[config.mk]
export PLATFORM = sky130hd
export DESIGN_NAME = entrywise_matrix_norm_flat
export DESIGN_NICKNAME = d
export VERILOG_FILES = /design/src/hdl/emn_pkg.sv /design/src/hdl/emn_in_if.sv /design/src/hdl/emn_out_if.sv /design/src/hdl/emn_front.sv /design/src/hdl/emn_fifo.sv /design/src/hdl/emn_sqrt.sv /design/src/hdl/emn_back.sv /design/src/hdl/entrywise_matrix_norm.sv /design/src/flat_wrapper.sv
export SDC_FILE = /design/constraint.sdc
export NUM_CORES = 2
export LEC_CHECK = 0
export ABC_AREA = 1
export CAP_MARGIN = 20
export CORE_ASPECT_RATIO = 0.7
export CORE_MARGIN = 2
export CORE_UTILIZATION = 35
export DETAILED_ROUTE_END_ITERATION = 12
export DONT_BUFFER_PORTS = 1
export SLEW_MARGIN = 25
export SYNTH_ARGS = -nofsm -noshare
export SYNTH_HDL_FRONTEND = slang
export SYNTH_SLANG_ARGS = --single-unit
[constraint.sdc]
create_clock -name clk -period 12.7 [get_ports clk]
set_input_delay 1.905 -clock clk [delete_from_list [all_inputs] [get_ports clk]]
set_output_delay 1.905 -clock clk [all_outputs]
set_load 0.01 [all_outputs]
[src/hdl/emn_pkg.sv]
// Shared constants, types and codes for the entrywise matrix norm block.
package emn_pkg;

  // Entry and result widths
  localparam int ENTRY_W    = 32;
  localparam int VALUE_BITS = 32;
  localparam int SQ_W       = 2 * VALUE_BITS;
  localparam int NORM_W     = 48;
  localparam int ACC_W      = 64;
  localparam int ROOT_W     = ACC_W / 2;
  localparam int REM_W      = ROOT_W + 3;
  localparam int STEP_W     = $clog2(ROOT_W);
  localparam int MODE_W     = 2;

  // Queue between front and back
  localparam int QUEUE_DEPTH = 4;
  localparam int QPTR_W      = $clog2(QUEUE_DEPTH);
  localparam int QCNT_W      = $clog2(QUEUE_DEPTH + 1);

  // Norm mode codes
  localparam logic [MODE_W-1:0] MODE_L1    = 2'd0;
  localparam logic [MODE_W-1:0] MODE_L2    = 2'd1;
  localparam logic [MODE_W-1:0] MODE_LINF  = 2'd2;
  localparam logic [MODE_W-1:0] MODE_SPARE = 2'd3;
  localparam logic [MODE_W-1:0] MODE_RESET = MODE_L2;

  // Largest value the result field can carry, in accumulator width
  localparam logic [ACC_W-1:0] NORM_MAX = {{(ACC_W - NORM_W){1'b0}}, {NORM_W{1'b1}}};

  // Classified request as it sits in the queue
  typedef struct packed {
    logic [VALUE_BITS-1:0] mag;
    logic [MODE_W-1:0]     mode;
    logic                  last;
  } emn_item_t;

  typedef struct packed {
    logic full;
    logic empty;
  } emn_q_sts_t;

  typedef enum logic [1:0] {
    ST_ACC,
    ST_FIN,
    ST_ROOT
  } emn_state_t;

  typedef struct packed {
    logic start;
    logic take;
  } emn_root_ctl_t;

  typedef struct packed {
    logic busy;
    logic done;
  } emn_root_sts_t;

endpackage

[src/hdl/emn_in_if.sv]
// Input channel: matrix entries with a last mark.
interface emn_in_if;
  logic                               valid;
  logic                               ready;
  logic signed [emn_pkg::ENTRY_W-1:0] entry_value;
  logic                               last_entry;

  modport source (output valid, output entry_value, output last_entry, input ready);
  modport sink   (input valid, input entry_value, input last_entry, output ready);
endinterface

[src/hdl/emn_out_if.sv]
// Result channel: one norm per matrix with its saturation flag.
interface emn_out_if;
  logic                        valid;
  logic                        ready;
  logic [emn_pkg::NORM_W-1:0]  norm_value;
  logic                        saturated;

  modport source (output valid, output norm_value, output saturated, input ready);
  modport sink   (input valid, input norm_value, input saturated, output ready);
endinterface

[src/hdl/emn_front.sv]
// Front end: holds the mode register, takes entries and classifies them for the queue.
module emn_front (
  input  logic                          clk,
  input  logic                          rst_n,
  emn_in_if.sink                        in_ch,
  input  logic                          cfg_we,
  input  logic [emn_pkg::MODE_W-1:0]    cfg_wdata,
  input  emn_pkg::emn_q_sts_t           q_sts,
  output logic                          q_push,
  output emn_pkg::emn_item_t            q_item
);

  logic [emn_pkg::MODE_W-1:0]     mode_r;
  logic [emn_pkg::VALUE_BITS-1:0] raw;
  logic [emn_pkg::VALUE_BITS-1:0] mag;

  // Hold the mode register
  always_ff @(posedge clk) begin
    if (!rst_n) begin
      mode_r <= emn_pkg::MODE_RESET;
    end else if (cfg_we) begin
      mode_r <= cfg_wdata;
    end
  end

  // Take the magnitude of the low bits; the most negative value maps to itself
  always_comb begin
    raw = in_ch.entry_value[emn_pkg::VALUE_BITS-1:0];
    if (raw[emn_pkg::VALUE_BITS-1]) begin
      mag = ~raw + {{(emn_pkg::VALUE_BITS-1){1'b0}}, 1'b1};
    end else begin
      mag = raw;
    end
  end

  // Accept a request whenever the queue has room
  assign in_ch.ready  = !q_sts.full;
  assign q_push       = in_ch.valid && !q_sts.full;
  assign q_item.mag   = mag;
  assign q_item.mode  = mode_r;
  assign q_item.last  = in_ch.last_entry;

endmodule

[src/hdl/emn_fifo.sv]
// Short queue of classified requests between front and back.
module emn_fifo (
  input  logic                 clk,
  input  logic                 rst_n,
  input  logic                 push,
  input  emn_pkg::emn_item_t   wr_item,
  input  logic                 pop,
  output emn_pkg::emn_item_t   rd_item,
  output emn_pkg::emn_q_sts_t  sts
);

  emn_pkg::emn_item_t          mem_r [emn_pkg::QUEUE_DEPTH];
  logic [emn_pkg::QPTR_W-1:0]  wr_ptr_r;
  logic [emn_pkg::QPTR_W-1:0]  rd_ptr_r;
  logic [emn_pkg::QCNT_W-1:0]  cnt_r;

  function automatic logic [emn_pkg::QPTR_W-1:0] ptr_inc(input logic [emn_pkg::QPTR_W-1:0] p);
    if (p == emn_pkg::QPTR_W'(emn_pkg::QUEUE_DEPTH - 1)) begin
      return '0;
    end
    return p + emn_pkg::QPTR_W'(1);
  endfunction

  // Advance pointers and fill count
  always_ff @(posedge clk) begin
    if (!rst_n) begin
      wr_ptr_r <= '0;
      rd_ptr_r <= '0;
      cnt_r    <= '0;
    end else begin
      if (push) begin
        wr_ptr_r <= ptr_inc(wr_ptr_r);
      end
      if (pop) begin
        rd_ptr_r <= ptr_inc(rd_ptr_r);
      end
      if (push && !pop) begin
        cnt_r <= cnt_r + emn_pkg::QCNT_W'(1);
      end else if (pop && !push) begin
        cnt_r <= cnt_r - emn_pkg::QCNT_W'(1);
      end
    end
  end

  // Store entries
  always_ff @(posedge clk) begin
    if (push) begin
      mem_r[wr_ptr_r] <= wr_item;
    end
  end

  assign rd_item   = mem_r[rd_ptr_r];
  assign sts.full  = (cnt_r == emn_pkg::QCNT_W'(emn_pkg::QUEUE_DEPTH));
  assign sts.empty = (cnt_r == '0);

endmodule

[src/hdl/emn_sqrt.sv]
// Iterative floor square root, two radicand bits per cycle.
module emn_sqrt (
  input  logic                        clk,
  input  logic                        rst_n,
  input  emn_pkg::emn_root_ctl_t      ctl,
  input  logic [emn_pkg::ACC_W-1:0]   radicand,
  output emn_pkg::emn_root_sts_t      sts,
  output logic [emn_pkg::ROOT_W-1:0]  root
);

  logic                         busy_r;
  logic                         done_r;
  logic [emn_pkg::STEP_W-1:0]   step_r;
  logic [emn_pkg::ACC_W-1:0]    x_r;
  logic [emn_pkg::REM_W-1:0]    rem_r;
  logic [emn_pkg::ROOT_W-1:0]   root_r;
  logic [emn_pkg::REM_W-1:0]    rem_sh;
  logic [emn_pkg::REM_W-1:0]    trial;
  logic                         fits;

  // Bring down two bits and try the next root digit
  always_comb begin
    rem_sh = {rem_r[emn_pkg::REM_W-3:0], x_r[emn_pkg::ACC_W-1 -: 2]};
    trial  = emn_pkg::REM_W'({root_r, 2'b01});
    fits   = (rem_sh >= trial);
  end

  // Sequence the steps
  always_ff @(posedge clk) begin
    if (!rst_n) begin
      busy_r <= 1'b0;
      done_r <= 1'b0;
      step_r <= '0;
    end else if (ctl.start && !busy_r && !done_r) begin
      busy_r <= 1'b1;
      step_r <= emn_pkg::STEP_W'(emn_pkg::ROOT_W - 1);
    end else if (busy_r) begin
      step_r <= step_r - emn_pkg::STEP_W'(1);
      if (step_r == '0) begin
        busy_r <= 1'b0;
        done_r <= 1'b1;
      end
    end else if (ctl.take) begin
      done_r <= 1'b0;
    end
  end

  // Working registers
  always_ff @(posedge clk) begin
    if (ctl.start && !busy_r && !done_r) begin
      x_r    <= radicand;
      rem_r  <= '0;
      root_r <= '0;
    end else if (busy_r) begin
      x_r <= {x_r[emn_pkg::ACC_W-3:0], 2'b00};
      if (fits) begin
        rem_r  <= rem_sh - trial;
        root_r <= {root_r[emn_pkg::ROOT_W-2:0], 1'b1};
      end else begin
        rem_r  <= rem_sh;
        root_r <= {root_r[emn_pkg::ROOT_W-2:0], 1'b0};
      end
    end
  end

  assign sts.busy = busy_r;
  assign sts.done = done_r;
  assign root     = root_r;

endmodule

[src/hdl/emn_back.sv]
// Back end: squares, accumulates with saturation or keeps the maximum, and delivers the norm per matrix.
module emn_back (
  input  logic                 clk,
  input  logic                 rst_n,
  input  emn_pkg::emn_item_t   q_item,
  input  emn_pkg::emn_q_sts_t  q_sts,
  output logic                 q_pop,
  emn_out_if.source            out_ch
);

  emn_pkg::emn_state_t            state_r, state_nxt;
  logic                           s1_valid_r, s1_valid_nxt;
  emn_pkg::emn_item_t             s1_item_r;
  logic [emn_pkg::SQ_W-1:0]       s1_sq_r;
  logic [emn_pkg::ACC_W-1:0]      acc_r, acc_nxt;
  logic                           ovf_r, ovf_nxt;
  logic [emn_pkg::MODE_W-1:0]     fin_mode_r, fin_mode_nxt;
  logic                           sat_hold_r, sat_hold_nxt;
  logic                           out_valid_r, out_valid_nxt;
  logic [emn_pkg::NORM_W-1:0]     out_norm_r, out_norm_nxt;
  logic                           out_sat_r, out_sat_nxt;

  logic                           s1_adv;
  logic                           out_free;
  logic [emn_pkg::ACC_W-1:0]      mag_ext;
  logic [emn_pkg::ACC_W-1:0]      addend;
  logic [emn_pkg::ACC_W:0]        sum;
  logic [emn_pkg::ACC_W-1:0]      fold_acc;
  logic                           fold_ovf;
  emn_pkg::emn_root_ctl_t         root_ctl;
  emn_pkg::emn_root_sts_t         root_sts;
  logic [emn_pkg::ROOT_W-1:0]     root;

  function automatic logic is_l2(input logic [emn_pkg::MODE_W-1:0] m);
    return (m == emn_pkg::MODE_L2) || (m == emn_pkg::MODE_SPARE);
  endfunction

  emn_sqrt u_sqrt (
    .clk      (clk),
    .rst_n    (rst_n),
    .ctl      (root_ctl),
    .radicand (acc_r),
    .sts      (root_sts),
    .root     (root)
  );

  // Pop into the square stage whenever it is empty or the accumulate stage will take its contents
  assign s1_adv   = !s1_valid_r || (state_r == emn_pkg::ST_ACC);
  assign q_pop    = !q_sts.empty && s1_adv;
  assign out_free = !out_valid_r || out_ch.ready;

  always_comb begin
    if (q_pop) begin
      s1_valid_nxt = 1'b1;
    end else if (state_r == emn_pkg::ST_ACC) begin
      s1_valid_nxt = 1'b0;
    end else begin
      s1_valid_nxt = s1_valid_r;
    end
  end

  // Fold one entry into the accumulator as its mode says
  always_comb begin
    mag_ext  = emn_pkg::ACC_W'(s1_item_r.mag);
    addend   = (s1_item_r.mode == emn_pkg::MODE_L1) ? mag_ext : emn_pkg::ACC_W'(s1_sq_r);
    sum      = {1'b0, acc_r} + {1'b0, addend};
    fold_acc = acc_r;
    fold_ovf = ovf_r;
    case (s1_item_r.mode)
      emn_pkg::MODE_L1: begin
        if ((acc_r > emn_pkg::NORM_MAX) || (sum > {1'b0, emn_pkg::NORM_MAX})) begin
          fold_acc = emn_pkg::NORM_MAX;
          fold_ovf = 1'b1;
        end else begin
          fold_acc = sum[emn_pkg::ACC_W-1:0];
        end
      end
      emn_pkg::MODE_LINF: begin
        if (mag_ext > acc_r) begin
          fold_acc = mag_ext;
        end
      end
      default: begin
        if (sum[emn_pkg::ACC_W]) begin
          fold_acc = '1;
          fold_ovf = 1'b1;
        end else begin
          fold_acc = sum[emn_pkg::ACC_W-1:0];
        end
      end
    endcase
  end

  // Next state and outputs
  always_comb begin
    state_nxt     = state_r;
    acc_nxt       = acc_r;
    ovf_nxt       = ovf_r;
    fin_mode_nxt  = fin_mode_r;
    sat_hold_nxt  = sat_hold_r;
    out_valid_nxt = out_valid_r && !out_ch.ready;
    out_norm_nxt  = out_norm_r;
    out_sat_nxt   = out_sat_r;
    root_ctl      = '0;
    unique case (state_r)
      emn_pkg::ST_ACC: begin
        if (s1_valid_r) begin
          acc_nxt = fold_acc;
          ovf_nxt = fold_ovf;
          if (s1_item_r.last) begin
            fin_mode_nxt = s1_item_r.mode;
            state_nxt    = emn_pkg::ST_FIN;
          end
        end
      end
      emn_pkg::ST_FIN: begin
        if (is_l2(fin_mode_r)) begin
          root_ctl.start = 1'b1;
          sat_hold_nxt   = ovf_r;
          acc_nxt        = '0;
          ovf_nxt        = 1'b0;
          state_nxt      = emn_pkg::ST_ROOT;
        end else if (out_free) begin
          out_valid_nxt = 1'b1;
          if (acc_r > emn_pkg::NORM_MAX) begin
            out_norm_nxt = '1;
            out_sat_nxt  = 1'b1;
          end else begin
            out_norm_nxt = acc_r[emn_pkg::NORM_W-1:0];
            out_sat_nxt  = ovf_r;
          end
          acc_nxt   = '0;
          ovf_nxt   = 1'b0;
          state_nxt = emn_pkg::ST_ACC;
        end
      end
      emn_pkg::ST_ROOT: begin
        if (root_sts.done && out_free) begin
          root_ctl.take = 1'b1;
          out_valid_nxt = 1'b1;
          out_norm_nxt  = emn_pkg::NORM_W'(root);
          out_sat_nxt   = sat_hold_r;
          state_nxt     = emn_pkg::ST_ACC;
        end
      end
      default: begin
        state_nxt = emn_pkg::ST_ACC;
      end
    endcase
  end

  // Control registers
  always_ff @(posedge clk) begin
    if (!rst_n) begin
      state_r     <= emn_pkg::ST_ACC;
      s1_valid_r  <= 1'b0;
      acc_r       <= '0;
      ovf_r       <= 1'b0;
      out_valid_r <= 1'b0;
    end else begin
      state_r     <= state_nxt;
      s1_valid_r  <= s1_valid_nxt;
      acc_r       <= acc_nxt;
      ovf_r       <= ovf_nxt;
      out_valid_r <= out_valid_nxt;
    end
  end

  // Payload registers
  always_ff @(posedge clk) begin
    if (q_pop) begin
      s1_item_r <= q_item;
      s1_sq_r   <= q_item.mag * q_item.mag;
    end
    fin_mode_r <= fin_mode_nxt;
    sat_hold_r <= sat_hold_nxt;
    out_norm_r <= out_norm_nxt;
    out_sat_r  <= out_sat_nxt;
  end

  assign out_ch.valid      = out_valid_r;
  assign out_ch.norm_value = out_norm_r;
  assign out_ch.saturated  = out_sat_r;

endmodule

[src/hdl/entrywise_matrix_norm.sv]
// Top level of the entrywise matrix norm block: front, queue and back.
//
//   channel   direction  payload                       handshake
//   in_chan   in         entry_value[31:0], last_entry valid / ready
//   out_chan  out        norm_value[47:0], saturated   valid / ready
//   cfg_*     in         cfg_wdata[1:0] (norm mode)    cfg_we, no wait
//
// One entry per cycle while accumulating: the square stage and the accumulate
// stage are registered and the four-deep queue absorbs back-end pauses.
// Each matrix ends in a finishing state in L1 and L-infinity; in L2 the back end
// starts the root unit, runs 32 root steps (two radicand bits a cycle), then collects.
// Reset is synchronous and active low; the accumulator starts at zero and
// the mode at L2. A stalled result holds in the output register.
module entrywise_matrix_norm (
  input  logic                        clk,
  input  logic                        rst_n,
  emn_in_if.sink                      in_chan,
  emn_out_if.source                   out_chan,
  input  logic                        cfg_we,
  input  logic [emn_pkg::MODE_W-1:0]  cfg_wdata
);

  logic                 q_push;
  logic                 q_pop;
  emn_pkg::emn_item_t   q_wr_item;
  emn_pkg::emn_item_t   q_rd_item;
  emn_pkg::emn_q_sts_t  q_sts;

  emn_front u_front (
    .clk       (clk),
    .rst_n     (rst_n),
    .in_ch     (in_chan),
    .cfg_we    (cfg_we),
    .cfg_wdata (cfg_wdata),
    .q_sts     (q_sts),
    .q_push    (q_push),
    .q_item    (q_wr_item)
  );

  emn_fifo u_fifo (
    .clk     (clk),
    .rst_n   (rst_n),
    .push    (q_push),
    .wr_item (q_wr_item),
    .pop     (q_pop),
    .rd_item (q_rd_item),
    .sts     (q_sts)
  );

  emn_back u_back (
    .clk    (clk),
    .rst_n  (rst_n),
    .q_item (q_rd_item),
    .q_sts  (q_sts),
    .q_pop  (q_pop),
    .out_ch (out_chan)
  );

  // Never write a full queue
  a_no_push_full: assert property (@(posedge clk) disable iff (!rst_n)
    q_push |-> !q_sts.full)
    else $error("request pushed into a full queue");

  // Never read an empty queue
  a_no_pop_empty: assert property (@(posedge clk) disable iff (!rst_n)
    q_pop |-> !q_sts.empty)
    else $error("request popped from an empty queue");

  // Back-pressure on the input only comes from a full queue
  a_stall_full: assert property (@(posedge clk) disable iff (!rst_n)
    (in_chan.valid && !in_chan.ready) |-> q_sts.full)
    else $error("input stalled while the queue has room");

  // No result straight after reset
  a_reset_idle: assert property (@(posedge clk)
    !rst_n |=> !out_chan.valid)
    else $error("result valid after reset");

endmodule

[src/flat_wrapper.sv]
// flat-port wrapper written by rule: the top's interface ports become plain ports
module entrywise_matrix_norm_flat 
  (clk, rst_n, cfg_we, cfg_wdata, in_chan_valid, in_chan_entry_value, in_chan_last_entry, in_chan_ready, out_chan_valid, out_chan_norm_value, out_chan_saturated, out_chan_ready);
  emn_in_if in_chan_i ();
  emn_out_if out_chan_i ();
  input  logic clk;
  input  logic rst_n;
  input  logic cfg_we;
  input  logic [emn_pkg::MODE_W-1:0] cfg_wdata;
  input wire logic [$bits(in_chan_i.valid)-1:0] in_chan_valid;
  input wire logic [$bits(in_chan_i.entry_value)-1:0] in_chan_entry_value;
  input wire logic [$bits(in_chan_i.last_entry)-1:0] in_chan_last_entry;
  output wire logic [$bits(in_chan_i.ready)-1:0] in_chan_ready;
  output wire logic [$bits(out_chan_i.valid)-1:0] out_chan_valid;
  output wire logic [$bits(out_chan_i.norm_value)-1:0] out_chan_norm_value;
  output wire logic [$bits(out_chan_i.saturated)-1:0] out_chan_saturated;
  input wire logic [$bits(out_chan_i.ready)-1:0] out_chan_ready;
  assign in_chan_i.valid = in_chan_valid;
  assign in_chan_i.entry_value = in_chan_entry_value;
  assign in_chan_i.last_entry = in_chan_last_entry;
  assign in_chan_ready = in_chan_i.ready;
  assign out_chan_valid = out_chan_i.valid;
  assign out_chan_norm_value = out_chan_i.norm_value;
  assign out_chan_saturated = out_chan_i.saturated;
  assign out_chan_i.ready = out_chan_ready;
  entrywise_matrix_norm u_core (.clk(clk), .rst_n(rst_n), .in_chan(in_chan_i), .out_chan(out_chan_i), .cfg_we(cfg_we), .cfg_wdata(cfg_wdata));
endmodule
* After elaboration in Yosys (flattened, before gate mapping)
Memories as Yosys holds them, arrays and structs flattened. A register that Yosys moved wholly into a read port is not among the register bits.
Index checks and enable logic that the tools add are counted.
** Operators by class
- Reductions and logical operators :: 38
- Divide/modulo/power cells :: 0
- Eq/ne operators :: 19
- Magnitude comparators :: 4
- Bitwise logic cells :: 2
- Shift operators :: 0
- Mux-type cells :: 71
- $mul :: 1
- Add/sub/neg operators :: 8
** Operators with widths (count)
- 64-bit two-way mux :: 9
- 64-bit case mux with 2 select lines :: 2
- 48-bit two-way mux :: 4
- 48-bit case mux with 2 select lines :: 1
- 64-bit by 64-bit adder with 65-bit output :: 1
- 65-bit by 48-bit > comparator with 1-bit output (second input constant) :: 1
- 32-bit by 64-bit > comparator with 1-bit output :: 1
- 64-bit by 48-bit > comparator with 1-bit output (second input constant) :: 1
- 32-bit by 32-bit multiplier with 64-bit output :: 1
- 35-bit by 34-bit greater-or-equal comparator with 1-bit output :: 1
- 1-bit two-way mux :: 33
- 33-bit two-way mux :: 1
- 33-bit subtractor :: 1
- 32-bit by 1-bit adder with 32-bit output (second input constant) :: 1
- 32-bit two-way mux :: 1
- 32-bit inverter :: 1
- 2-bit two-way mux :: 11
- 2-bit != test (second input constant) :: 7
- 4-bit AND reduction :: 3
- 2-bit nonzero test :: 6
- 2-bit == test (second input constant) :: 5
- 5-bit two-way mux :: 2
- 1-bit logical NOT :: 9
- 1-bit logical AND :: 8
- other kinds (19) :: 32
** Storage, ports and cells
- Input port bits :: 40
- Memory bits (read-only) :: 0
- RAM bits :: 140
- Word-level logic and storage cells :: 167
- Bits in latches :: 0
- Bits in registers :: 365
- Output and inout bits :: 51
- Memories :: 1
** Memory list
- u_core.u_fifo.mem_r :: depth 4, width 35, rd ports 1, clocked after memory_dff 1, wr ports 1, line emn_fifo.sv:12 : emn_pkg::emn_item_t mem_r [emn_pkg::QUEUE_DEPTH];

* Longest topological paths before layout
- Depth in word-level cells :: 9
- Mapped depth :: 43
- Depth with buffers taken out :: 40

* Modules after synthesis
A second synthesis with hierarchy kept.
** Unflattened totals
- Cells, all modules :: 7850
- Area total of the unflattened synthesis :: 61574.1 um2
** By module, submodules not included
- emn_back :: times used 1, sequential area each 5825.6 um2, area each 46261.9 um2, cells each 5992
- emn_sqrt :: times used 1, sequential area each 3363.2 um2, area each 8546.9 um2, cells each 1232
- emn_fifo :: times used 1, sequential area each 4384.2 um2, area each 5651.7 um2, cells each 397
- emn_front :: times used 1, sequential area each 40.0 um2, area each 1113.6 um2, cells each 229

* Least setup slack after synthesis
No wires, ideal clock.
- Kind :: input port to flip-flop
- From :: input port out_chan_ready
- To :: register u_core.u_back.out_norm_r, in the netlist u_core.u_back.out_ch.norm_value[0], enable pin
- Data arrival time :: 9.765 ns
- Buffers on the path :: 0
- Required time :: 11.982 ns
- Cell stages on the path :: 4
- Library setup time :: 0.718 ns
- Slack :: 2.217 ns
- Cells stage by stage :: nor2_1 > inv_1 > nor2_1 > a2111oi_0
** Between the ends
- Word-level cells in the longest chain between the ends :: 4
- Elaborated cells between the ends (all ways) :: 5
- Classes of those cells :: eq/ne (2); reduce/logical (3)
** RTL lines
- start: declaration :: line flat_wrapper.sv:17 : input wire logic [$bits(out_chan_i.ready)-1:0] out_chan_ready;
- 1-bit logical OR (*) :: line emn_back.sv:50 : assign out_free = !out_valid_r || out_ch.ready;
- 1-bit logical AND :: line emn_back.sv:138 : if (root_sts.done && out_free) begin
- 2-bit != test (no line)
- 4-bit AND reduction (no line) (*)
- end signal: assignment :: line emn_back.sv:177 : out_norm_r <= out_norm_nxt;
- end: declaration :: line emn_back.sv:20 : logic [emn_pkg::NORM_W-1:0] out_norm_r, out_norm_nxt;
Every way passes the cells marked *; elsewhere a longest branch is shown, timed or not.
A chain may end at the register's enable or synchronous reset.

==> metrics.txt <==
top cells by area, synth=fa_1 (27%), edfxtp_1 (18%), inv_1 (11%), ha_1 (9.2%), nand2_1 (8.3%); DR WL/cell=20.00 um; YS warnings=0; max_cap viols=0; CTS tree=yes; CTS max path bufs=3; Core ar.=166,400 um2; DP Area=61,550 um2; DIE WIDTH=494.2 um; number of port buffers=0; total grt overflow=0; largest net degree at the start of global routing=93; maximum fanout along the worst path=42; CTS resizes=0; WS Path Type=reg -> reg; clock root cell=clkbuf_16; Clock Sink Count=504; Initial Utilization=0.3537; CTS hold repair buffers=0; ys async rst share=0; first-pass GRT wire length=290,800 um; type of the worst min-delay path=reg -> reg; Synth top area share=0.2724; Cell variety after synth=61; mapped cell area=58,860 um2; Final Slew Violations=0; chip height=347.1 um; CP required=13,110 ps; Site Rows=125; RSZ-0062 raised after global routing=no; Mapped Nets=8,404; Worst Tran Pin Value=1057 ps; Crit path largest cell delay=560 ps; DP HPWL=149,100 um; Post-synth EDFFs=352; layout net count=8,348; mean post-synth cell area=8.253 um2; Gate Count Post-Synth=7,132; Max stage delay cell, worst path=inv_1; final estimated routing congestion in global placement=0.9849; CP arrival=10,730 ps; synthesized flop and latch total=504; Max Freq=96.96 MHz; proportion of synthesized chip area in sequential cells=0.2313; Final period util=0.8121; Inserted Clock Buffers=58; biggest area consumer among synthesized cells=fa_1; Setup crit end kind=register; Max Clock Skew=49.44 ps; Tot GR Track Use=0.2199; ANT cells=0; most frequent cells in the layout=inv_1 (1,688), nand2_1 (1,296), fa_1 (801); H-tree Lvls=2; worst hold slack=470.6 ps; die area=171,500 um2; number of routed nets with antenna violations=0; worst skew pair latency=670 ps; CP startpoint kind=register; commonest non-fill, non-tap cell in the layout=inv_1; detailed-router iteration count before antenna repair=6; Tmin final=10,310 ps; drt drc=0; area grow syn2layout=7.978%; setup TNS=0 ps; Cells after DPL=9,234; initial DRC count=4,819; initial antenna violation count=4; crit-path most repeated cell=fa_1; Worst-path clk slew=70 ps; vias per cell=5.021; vias in the first global route=47.73k; final WL=187,000 um; via count=46.94k; main flop type after synthesis=edfxtp_1; design area=63,560 um2; final hold violation count=0; Slew headroom=0.2953; layout cells sized above 1=0.04786; Post-CTS Setup Bufs=0; io pins=91; # setup viols final=0; run status=complete, no violations; Layout Cells excl Fill=9,347
synth_stat cells (21+ instances only):
| cell type | number |
|---|---|
| a21o_1 | 22 |
| a21oi_1 | 388 |
| a31oi_1 | 46 |
| buf_1 | 26 |
| buf_2 | 22 |
| clkbuf_1 | 147 |
| dfxtp_1 | 152 |
| edfxtp_1 | 352 |
| fa_1 | 801 |
| ha_1 | 431 |
| inv_1 | 1694 |
| inv_2 | 28 |
| nand2_1 | 1297 |
| nand2_2 | 21 |
| nand3_1 | 124 |
| nand4_1 | 41 |
| nor2_1 | 763 |
| nor3_1 | 33 |
| o21ai_0 | 245 |
| o21ai_1 | 25 |
| o22ai_1 | 34 |
| xnor2_1 | 89 |
| xor2_1 | 108 |
final cells by class:
type	count	area [um2]
fill	16990	102900
clock buffer	71	1562
inverter	1742	6549
clock inverter	38	399.1
multi-input combinational	4684	37990
sequential	504	13610
timing repair buffer	86	664.4
tap	2222	2780
kinds of logic after synthesis:
group / synth area share
adders and majority gates: 0.3640
and+or+nand+nor: 0.1621
DFF: 0.2313
AOI/OAI and AO/OA: 0.08792
xor gates and xnor gates: 0.02931
buffers and inverters: 0.1254
worst max-delay path: cells and delay by family (launching register included):
kind	cells	cell delay [ps]
compound gates	9	2540
fa+ha+maj	9	4450
buf+inv	8	2100
flops	1	330
simple gates	6	600
through the flow:
step / worst slack, ps / util
floorplan: 2217 / -
global placement: 2115 / 0.3698
detailed placement: 2119 / 0.3699
CTS: 2031 / 0.3816
global route: 1928 / 0.3819
finish: 2386 / 0.3819
sequential cells by signal (all words and copies together) (netlist names), 2 cells and up, named ones only:
register	count
u_core.u_back.s1_item_r	3
u_core.u_back.acc_r	64
u_core.u_fifo.rd_ptr_r	2
u_core.u_back.mag_ext	32
u_core.u_back.u_sqrt.rem_r	33
u_core.u_fifo.cnt_r	3
u_core.u_back.state_r	2
u_core.u_fifo.mem_r	140
u_core.u_back.s1_sq_r	62
u_core.u_back.u_sqrt.x_r	64
u_core.u_fifo.wr_ptr_r	2
u_core.u_back.u_sqrt.step_r	5
u_core.u_front.mode_r	2
u_core.u_back.out_ch.norm_value	48
u_core.u_back.u_sqrt.root	32
routing by layer:
metal,routed length [um],track usage
met5,13,0
met4,3772,0.04381
met3,20020,0.05654
met2,75580,0.3157
met1,87590,0.3304
worst paths after layout:
kind	start	to	slack [ps]	depth (start not counted)
max	register	u_core.u_back.s1_sq_r[61]$_DFFE_PP_	2390	32
min	u_core.u_back.u_sqrt.step_r[4]$_SDFFE_PN0P_	u_core.u_back.u_sqrt.step_r[4]$_SDFFE_PN0P_	470	2
max reg2reg	register	u_core.u_back.s1_sq_r[61]$_DFFE_PP_	2390	32
min reg2reg	u_core.u_back.u_sqrt.step_r[4]$_SDFFE_PN0P_	u_core.u_back.u_sqrt.step_r[4]$_SDFFE_PN0P_	470	2
Power is left out: the tool's default activity adds up to more than one toggle a clock period on the data nets, which glitch-free logic cannot reach.
